`src/sv/hsrr_pkg.sv`:
```
// ============================================================================
// hsrr_pkg
// Shared types and constants of the humidity sensor read responder.
// ============================================================================
package hsrr_pkg;

  // Response layout: temperature high, low, CRC, humidity high, low, CRC.
  localparam int unsigned RespLen = 6;
  localparam int unsigned PosW    = 3;
  localparam logic [PosW-1:0] LastPos = PosW'(RespLen - 1);

  typedef enum logic {
    MODE_START = 1'b0,  // start read transfer, latch measurement
    MODE_READ  = 1'b1   // read one response byte
  } mode_e;

  typedef logic [7:0] resp_bytes_t [RespLen];

  typedef struct packed {
    logic load;  // write the six response bytes, clear the position
    logic read;  // return the byte at the position into the output register
  } store_ctrl_t;

endpackage

```
`src/sv/hsrr_conv.sv`:
```
// ============================================================================
// hsrr_conv
// Measurement to response bytes: raw counts plus CRC-8 per pair.
// ============================================================================
module hsrr_conv (
  input  logic signed [7:0]   temperature_i,
  input  logic        [6:0]   humidity_i,
  output hsrr_pkg::resp_bytes_t resp_o
);

  // x*65535/175 = 374*x + floor(17*x/35); 17*x/35 by reciprocal 7490/2^18.
  localparam logic [16:0] TempWhole = 17'd374;
  localparam logic [24:0] TempRecip = 25'd7490;
  // h*65535/100 = 655*h + floor(7*h/20); 7*h/20 by reciprocal 1639/2^15.
  localparam logic [16:0] HumWhole  = 17'd655;
  localparam logic [20:0] HumRecip  = 21'd1639;
  localparam logic [7:0]  CrcPoly   = 8'h31;
  localparam logic [7:0]  CrcInit   = 8'hFF;

  function automatic logic [7:0] crc8_byte(input logic [7:0] c_in, input logic [7:0] d);
    logic [7:0] c;
    c = c_in ^ d;
    for (int b = 0; b < 8; b++) begin
      if (c[7]) c = {c[6:0], 1'b0} ^ CrcPoly;
      else      c = {c[6:0], 1'b0};
    end
    return c;
  endfunction

  logic signed [8:0] t_shift;
  logic [7:0]  t_x;
  logic [11:0] t_n;
  logic [24:0] t_p;
  logic [16:0] t_sum;
  logic [15:0] raw_t;
  logic [9:0]  h_n;
  logic [20:0] h_p;
  logic [16:0] h_sum;
  logic [15:0] raw_h;

  assign t_shift = {temperature_i[7], temperature_i} + 9'sd45;
  // Cold clamp: below -45 degrees the count is zero.
  assign t_x     = t_shift[8] ? 8'd0 : t_shift[7:0];
  assign t_n     = 12'(t_x) * 12'd17;
  assign t_p     = 25'(t_n) * TempRecip;
  assign t_sum   = 17'(t_x) * TempWhole + 17'(t_p[24:18]);
  assign raw_t   = t_sum[16] ? 16'hFFFF : t_sum[15:0];

  assign h_n     = 10'(humidity_i) * 10'd7;
  assign h_p     = 21'(h_n) * HumRecip;
  assign h_sum   = 17'(humidity_i) * HumWhole + 17'(h_p[20:15]);
  assign raw_h   = h_sum[16] ? 16'hFFFF : h_sum[15:0];

  always_comb begin
    resp_o[0] = raw_t[15:8];
    resp_o[1] = raw_t[7:0];
    resp_o[2] = crc8_byte(crc8_byte(CrcInit, raw_t[15:8]), raw_t[7:0]);
    resp_o[3] = raw_h[15:8];
    resp_o[4] = raw_h[7:0];
    resp_o[5] = crc8_byte(crc8_byte(CrcInit, raw_h[15:8]), raw_h[7:0]);
  end

endmodule

```
`src/sv/hsrr_store.sv`:
```
// ============================================================================
// hsrr_store
// Response byte store, read position and output register.
// ============================================================================
module hsrr_store (
  input  logic                  clk_i,
  input  logic                  rst_ni,
  input  hsrr_pkg::store_ctrl_t ctrl_i,
  input  hsrr_pkg::resp_bytes_t resp_i,
  input  logic                  out_ready_i,
  output logic                  out_valid_o,
  output logic [7:0]            out_data_o
);

  hsrr_pkg::resp_bytes_t             bytes_q;
  logic [hsrr_pkg::PosW-1:0]         pos_q, pos_d, pos_sel;
  logic                              out_valid_q;
  logic [7:0]                        out_data_q;

  assign pos_sel = (pos_q > hsrr_pkg::LastPos) ? hsrr_pkg::LastPos : pos_q;

  always_comb begin
    pos_d = pos_q;
    if (ctrl_i.load) begin
      pos_d = '0;
    end else if (ctrl_i.read && (pos_sel < hsrr_pkg::LastPos)) begin
      pos_d = pos_sel + 1'b1;
    end else if (ctrl_i.read) begin
      pos_d = pos_sel;
    end
  end

  always_ff @(posedge clk_i or negedge rst_ni) begin
    if (!rst_ni) begin
      for (int i = 0; i < hsrr_pkg::RespLen; i++) bytes_q[i] <= 8'd0;
      pos_q       <= '0;
      out_valid_q <= 1'b0;
    end else begin
      if (ctrl_i.load) bytes_q <= resp_i;
      pos_q <= pos_d;
      if (ctrl_i.read) begin
        out_valid_q <= 1'b1;
      end else if (out_ready_i) begin
        out_valid_q <= 1'b0;
      end
    end
  end

  always_ff @(posedge clk_i) begin
    if (ctrl_i.read) out_data_q <= bytes_q[pos_sel];
  end

  assign out_valid_o = out_valid_q;
  assign out_data_o  = out_data_q;

  a_pos_range: assert property (@(posedge clk_i) disable iff (!rst_ni)
    pos_q <= hsrr_pkg::LastPos)
    else $error("read position beyond last byte");

  a_load_clears: assert property (@(posedge clk_i) disable iff (!rst_ni)
    ctrl_i.load |=> pos_q == '0)
    else $error("position not cleared by start");

  a_read_shows: assert property (@(posedge clk_i) disable iff (!rst_ni)
    ctrl_i.read |=> out_valid_q)
    else $error("read byte not presented");

  a_one_op: assert property (@(posedge clk_i) disable iff (!rst_ni)
    !(ctrl_i.load && ctrl_i.read))
    else $error("start and read in the same cycle");

endmodule

```
`src/sv/humidity_sensor_read_responder_core.sv`:
```
// ============================================================================
// humidity_sensor_read_responder_core
// Read-side responder of a temperature/humidity sensor with CRC-8 bytes.
// ============================================================================
// A start transfer (tuser = 0) latches whole degrees C and whole percent RH,
// converts them to 16-bit raw counts, and stores six bytes: temperature
// high, low, CRC-8 (poly 0x31, init 0xFF), then the same for humidity; the
// read position goes back to zero and no result is produced. A read
// transfer (tuser = 1) returns the byte at the position and advances it,
// holding at the last byte on over-read. Each transfer passes the input
// register, then the store or output register. One transfer is accepted per
// cycle unless a read waits for output room: the input register holds the
// item and the conversion is a single pass of constant multiplies and CRC
// logic ahead of the store. The output register lets the next item in while
// a byte waits. Temperatures below -45 C clamp to a raw count of zero.
module humidity_sensor_read_responder_core (
  input  logic        clk_i,
  input  logic        rst_ni,
  input  logic        s_axis_tvalid_i,
  output logic        s_axis_tready_o,
  input  logic [15:0] s_axis_tdata_i,   // [7:0] temperature_c, [14:8] humidity_pct
  input  logic        s_axis_tuser_i,   // [0] mode
  output logic        m_axis_tvalid_o,
  input  logic        m_axis_tready_i,
  output logic [7:0]  m_axis_tdata_o    // [7:0] read_data
);

  // Input register
  logic               in_valid_q;
  hsrr_pkg::mode_e    in_mode_q;
  logic signed [7:0]  in_temp_q;
  logic [6:0]         in_hum_q;

  hsrr_pkg::store_ctrl_t ctrl;
  hsrr_pkg::resp_bytes_t resp;
  logic                  out_valid;
  logic                  advance;

  // A start never waits; a read waits only for room in the output register.
  always_comb begin
    ctrl.load = in_valid_q && (in_mode_q == hsrr_pkg::MODE_START);
    ctrl.read = in_valid_q && (in_mode_q == hsrr_pkg::MODE_READ) &&
                (!out_valid || m_axis_tready_i);
  end

  assign advance         = ctrl.load || ctrl.read;
  assign s_axis_tready_o = !in_valid_q || advance;

  always_ff @(posedge clk_i or negedge rst_ni) begin
    if (!rst_ni) begin
      in_valid_q <= 1'b0;
    end else if (s_axis_tready_o) begin
      in_valid_q <= s_axis_tvalid_i;
    end
  end

  // Payload is captured on every accepted transfer; no reset needed.
  always_ff @(posedge clk_i) begin
    if (s_axis_tready_o && s_axis_tvalid_i) begin
      in_mode_q <= hsrr_pkg::mode_e'(s_axis_tuser_i);
      in_temp_q <= s_axis_tdata_i[7:0];
      in_hum_q  <= s_axis_tdata_i[14:8];
    end
  end

  hsrr_conv u_conv (
    .temperature_i (in_temp_q),
    .humidity_i    (in_hum_q),
    .resp_o        (resp)
  );

  hsrr_store u_store (
    .clk_i       (clk_i),
    .rst_ni      (rst_ni),
    .ctrl_i      (ctrl),
    .resp_i      (resp),
    .out_ready_i (m_axis_tready_i),
    .out_valid_o (out_valid),
    .out_data_o  (m_axis_tdata_o)
  );

  assign m_axis_tvalid_o = out_valid;

endmodule
```
`config.mk`:
```
export PLATFORM = sky130hd
export DESIGN_NAME = humidity_sensor_read_responder_core
export DESIGN_NICKNAME = d
export VERILOG_FILES = /design/src/sv/hsrr_pkg.sv /design/src/sv/hsrr_conv.sv /design/src/sv/hsrr_store.sv /design/src/sv/humidity_sensor_read_responder_core.sv
export SDC_FILE = /design/constraint.sdc
export NUM_CORES = 1
export LEC_CHECK = 0
export BUFFER_PORTS_ARGS = -buffer_cell sky130_fd_sc_hd__buf_2
export CAP_MARGIN = 10
export CORE_MARGIN = 1.5
export CORE_UTILIZATION = 39
export DETAILED_ROUTE_END_ITERATION = 7
export PLACE_DENSITY = 0.62
export SLEW_MARGIN = 20
export SYNTH_ARGS = -nofsm -noshare
export SYNTH_HDL_FRONTEND = slang
export SYNTH_SLANG_ARGS = --single-unit
```
`constraint.sdc`:
```
create_clock -name clk_i -period 30.5 [get_ports clk_i]
set_clock_uncertainty 0.2 [all_clocks]
set_input_delay 6.1 -clock clk_i [delete_from_list [all_inputs] [get_ports clk_i]]
set_output_delay 6.1 -clock clk_i [all_outputs]
set_load 0.01 [all_outputs]
```
==> out/metrics.sh <==
POST-ROUTE-PERIOD-UTIL=0.424
SETUP_TOTAL_NEGATIVE_SLACK_NS=0
FINAL_NETS=1590
R2R-END='u_store.bytes_q[5]'
ANTENNA_FIX_CELLS=0
FLOORPLAN.INITIALDENSITY=0.399
CTS_POST_SETUP_BUFFERS_INSERTED=0
SYNTH_ENABLE_FLOP_CELLS=24
I_O_BUFFERS=29
GRT_PASS1_WL_UM=40400
CTS.PATH.MAX_BUFFERS=2
CLKTRANSATPATHREGS_NS=0.06
SYNTH_ASYNC_SR_FLOP_SHARE=0.688
POSTSYNTH.TOPFLOPCELL='dfrtp_1'
LEAST_MARGIN_PIN_SLEW_NS=0.962
CLOCK_INSERTION_DELAY_WORST_SKEW_NS=0.35
FIRST_PASS_ITERS=5
RR_STARTPOINT='in_hum_q[0]'
POST_SYNTH.CELL_AREA_AVG_UM2=9.86
SYN_NETS=1565
MIN-DELAY-START='u_store.bytes_q[12]'
BOUNDARYPINS=31
SEQ_AREA_FRAC_SYNTH=0.172
FLOORPLAN.DIE_AREA_MM2=0.0316
GRT_USAGE=0.159
GRT_OVERFLOW=0
FINAL_CELL_COUNT_NO_FILL=1628
CP_CELL_SEQUENCE='buf_2, nor2b_1, nand3_1, buf_2'
FMAXACHIEVABLE_GHz=0.0773
POST_CTS_RESIZED=0
DRIVE_GT1_FRAC=0.0703
WORST_SLEW_MARGIN_REL=0.356
DETAIL_ROUTE.WIRELENGTH_UM=23000
TIMING.HOLD.WORST.CLASS='reg -> reg'
DPL.HPWL_UM=19400
REG2REG_SLACK_NS=17.95
CLOCK_SINKS=77
WORST_R2R_PATH_DEPTH=44
ROUTABILITYCONGESTION=0.812
CORE_REGION_AREA_MM2=0.0299
VIA_COUNT=8046
PRECTSSETUPSLACK_NS=17.56
CP-END-KIND='output port'
ROUTE.ANTENNA.REMAINING_NETS=0
DRT-VIAS-PER-INSTANCE=4.94
YS_TYPES=73
DIE_WIDTH_UM=178
DP.CELLS=1612
CTS-BUFFERS-INSERTED=9
STARTPOINT_TYPE='input port'
DIEHEIGHT_UM=178
HTREEDEPTH=3
WORSTSETUPPATHTYPE='in -> out'
GRT_SETUP_UNREPAIRED='no'
CRITICAL_PATH.MOST_COMMON_CELL='buf_2'
CRIT_REQUIRED_NS=24.20
FIN_CRIT_NS=12.94
CAP_VIOL_MAX_COUNT=0
DRC_ERRORS=0
CORE.ROWCOUNT=63
TRITONCTS_CLOCK_TREE='built'
SYNTHESIS.YOSYS.WARNINGS=0
CRIT_PATH_MAX_FANOUT=3
ROOT_BUFFER_SELECTED_BY_CTS='clkbuf_16'
CRIT_ARRIVAL_NS=6.64
TIMING.CRITICAL_PATH.SLOWEST_CELL_DELAY_NS=0.16
SETUP_VIOL=0
TIMING.FINAL.WS_SETUP_NS=17.56
ANTENNA_VIOLATIONS_BEFORE_REPAIR=0
LARGEST_NET_DEGREE_AT_THE_START_OF_GLOBAL_ROUTING=54
SYN_INST=1208
AREA.GROWTH.SYNTH_TO_FINAL_PCT=7.40
CTS_HOLD_BUFFERS=0
POST_DETAILED_ROUTE_WIRELENGTH_PER_CELL_UM=14.2
MIN_PATH_CELLS=2
FLOP_AND_LATCH_COUNT_OUT_OF_SYNTHESIS=77
DRT_ITER0_DRC=322
SYN_AREA_MM2=0.0119
REPORT.FINAL.SLEW_VIOL_COUNT=0
FINAL-HOLD-VIOLATION-COUNT=0
CPMAXSTAGEDELAYCELL='nor2b_1'
GRT_PASS1_VIAS=8177
RUN_STATUS='complete, no violations'
FIN_WORST_HOLD_SLACK_NS=0.263
MIN_DELAY_WORST_ENDPOINT='u_store.bytes_q[12]'
[cell type report]
type	count	area [um^2]
Fill cell	2912	17100
Multi-Input combinational cell	904	9020
Sequential cell	77	2050
Inverter	205	769
Tap cell	390	488
Clock buffer	12	246
Timing Repair Buffer	36	198
Clock inverter	4	26.3
[flip-flops by register name, indices dropped and copies added, names as in the netlist]
name,count
in_temp_q,8
u_store.out_valid_o,1
in_hum_q,7
in_mode_q,1
u_store.bytes_q,48
u_store.pos_q,3
u_store.out_data_o,8
in_valid_q,1
[layer usage]
layer,vias to the layer above,wire [um],GRT usage
met5,-,0,0
met4,0,163,0.0245
met3,14,728,0.0227
met2,76,10500,0.258
met1,3842,11700,0.227
li1,4114,-,-
[per-stage QoR]
step	area (um^2)	util
floorplan	11900	-
global placement	12500	0.419
detailed placement	12500	0.419
CTS	12800	0.428
global route	12800	0.428
finish	12800	0.428
[critical path: cells and delay by family]
kind | cells | cell delay (ns)
simple gates | 2 | 0.29
buf+inv | 2 | 0.25
[Yosys cell counts (4+ instances only)]
library cell,count,area share
a211oi_1,7,0.0044
a21o_1,12,0.0076
a21oi_1,36,0.015
a31oi_1,7,0.0037
and2_1,5,0.0026
and3_1,4,0.0021
clkbuf_1,18,0.0057
dfrtp_1,53,0.11
edfxtp_1,24,0.060
fa_1,103,0.17
ha_1,233,0.24
inv_1,205,0.065
mux2i_1,8,0.0067
mux4_2,8,0.015
nand2_1,95,0.030
nand2b_1,14,0.0074
nand3_1,13,0.0055
nor2_1,42,0.013
nor2b_1,11,0.0058
nor3_1,12,0.0050
nor4_1,4,0.0021
o2111ai_1,7,0.0051
o211ai_1,4,0.0025
o21a_1,14,0.0088
o21ai_0,55,0.023
o21bai_1,6,0.0038
o22a_1,11,0.0081
o31ai_1,6,0.0038
or2_2,6,0.0032
or3_1,4,0.0021
xnor2_1,77,0.057
xnor3_1,8,0.015
xor2_1,35,0.026
[cells by family after synthesis]
family,synth area share
mux,0.0228
fa+ha+maj,0.418
simple gates,0.0952
buf+inv,0.0716
flops,0.172
xor+xnor,0.108
compound gates,0.113
[cell usage in the layout (no fill, tap or decap), types with 8 or more instances in the layout]
cell type / synthesis / layout
mux4_2: 8 / 8
mux2i_1: 8 / 8
a21oi_1: 36 / 36
xor2_1: 35 / 35
nor3_1: 12 / 11
xnor3_1: 8 / 8
dfrtp_1: 53 / 53
o21ai_0: 55 / 55
ha_1: 233 / 233
clkbuf_16: 0 / 9
a21o_1: 12 / 12
nor2b_1: 11 / 10
nor2_1: 42 / 42
nand2b_1: 14 / 14
xnor2_1: 77 / 77
nand2_1: 95 / 95
o21a_1: 14 / 14
inv_1: 205 / 205
buf_2: 1 / 29
nand3_1: 13 / 13
edfxtp_1: 24 / 24
o22a_1: 11 / 11
fa_1: 103 / 103
[how the worst max path moves through the flow]
| stage | from | end | depth (start not counted) |
|---|---|---|---|
| CTS | m_axis_tready_i | s_axis_tready_o | 4 |
| detailed placement | m_axis_tready_i | s_axis_tready_o | 4 |
| floorplan | m_axis_tready_i | s_axis_tready_o | 2 |
| finish | m_axis_tready_i | s_axis_tready_o | 4 |
| global route | in_hum_q[0] | u_store.bytes_q[5] | 46 |
| global placement | m_axis_tready_i | s_axis_tready_o | 4 |
Power is left out: the tool's default activity adds up to more than one toggle a clock period on the data nets, which glitch-free logic cannot reach.
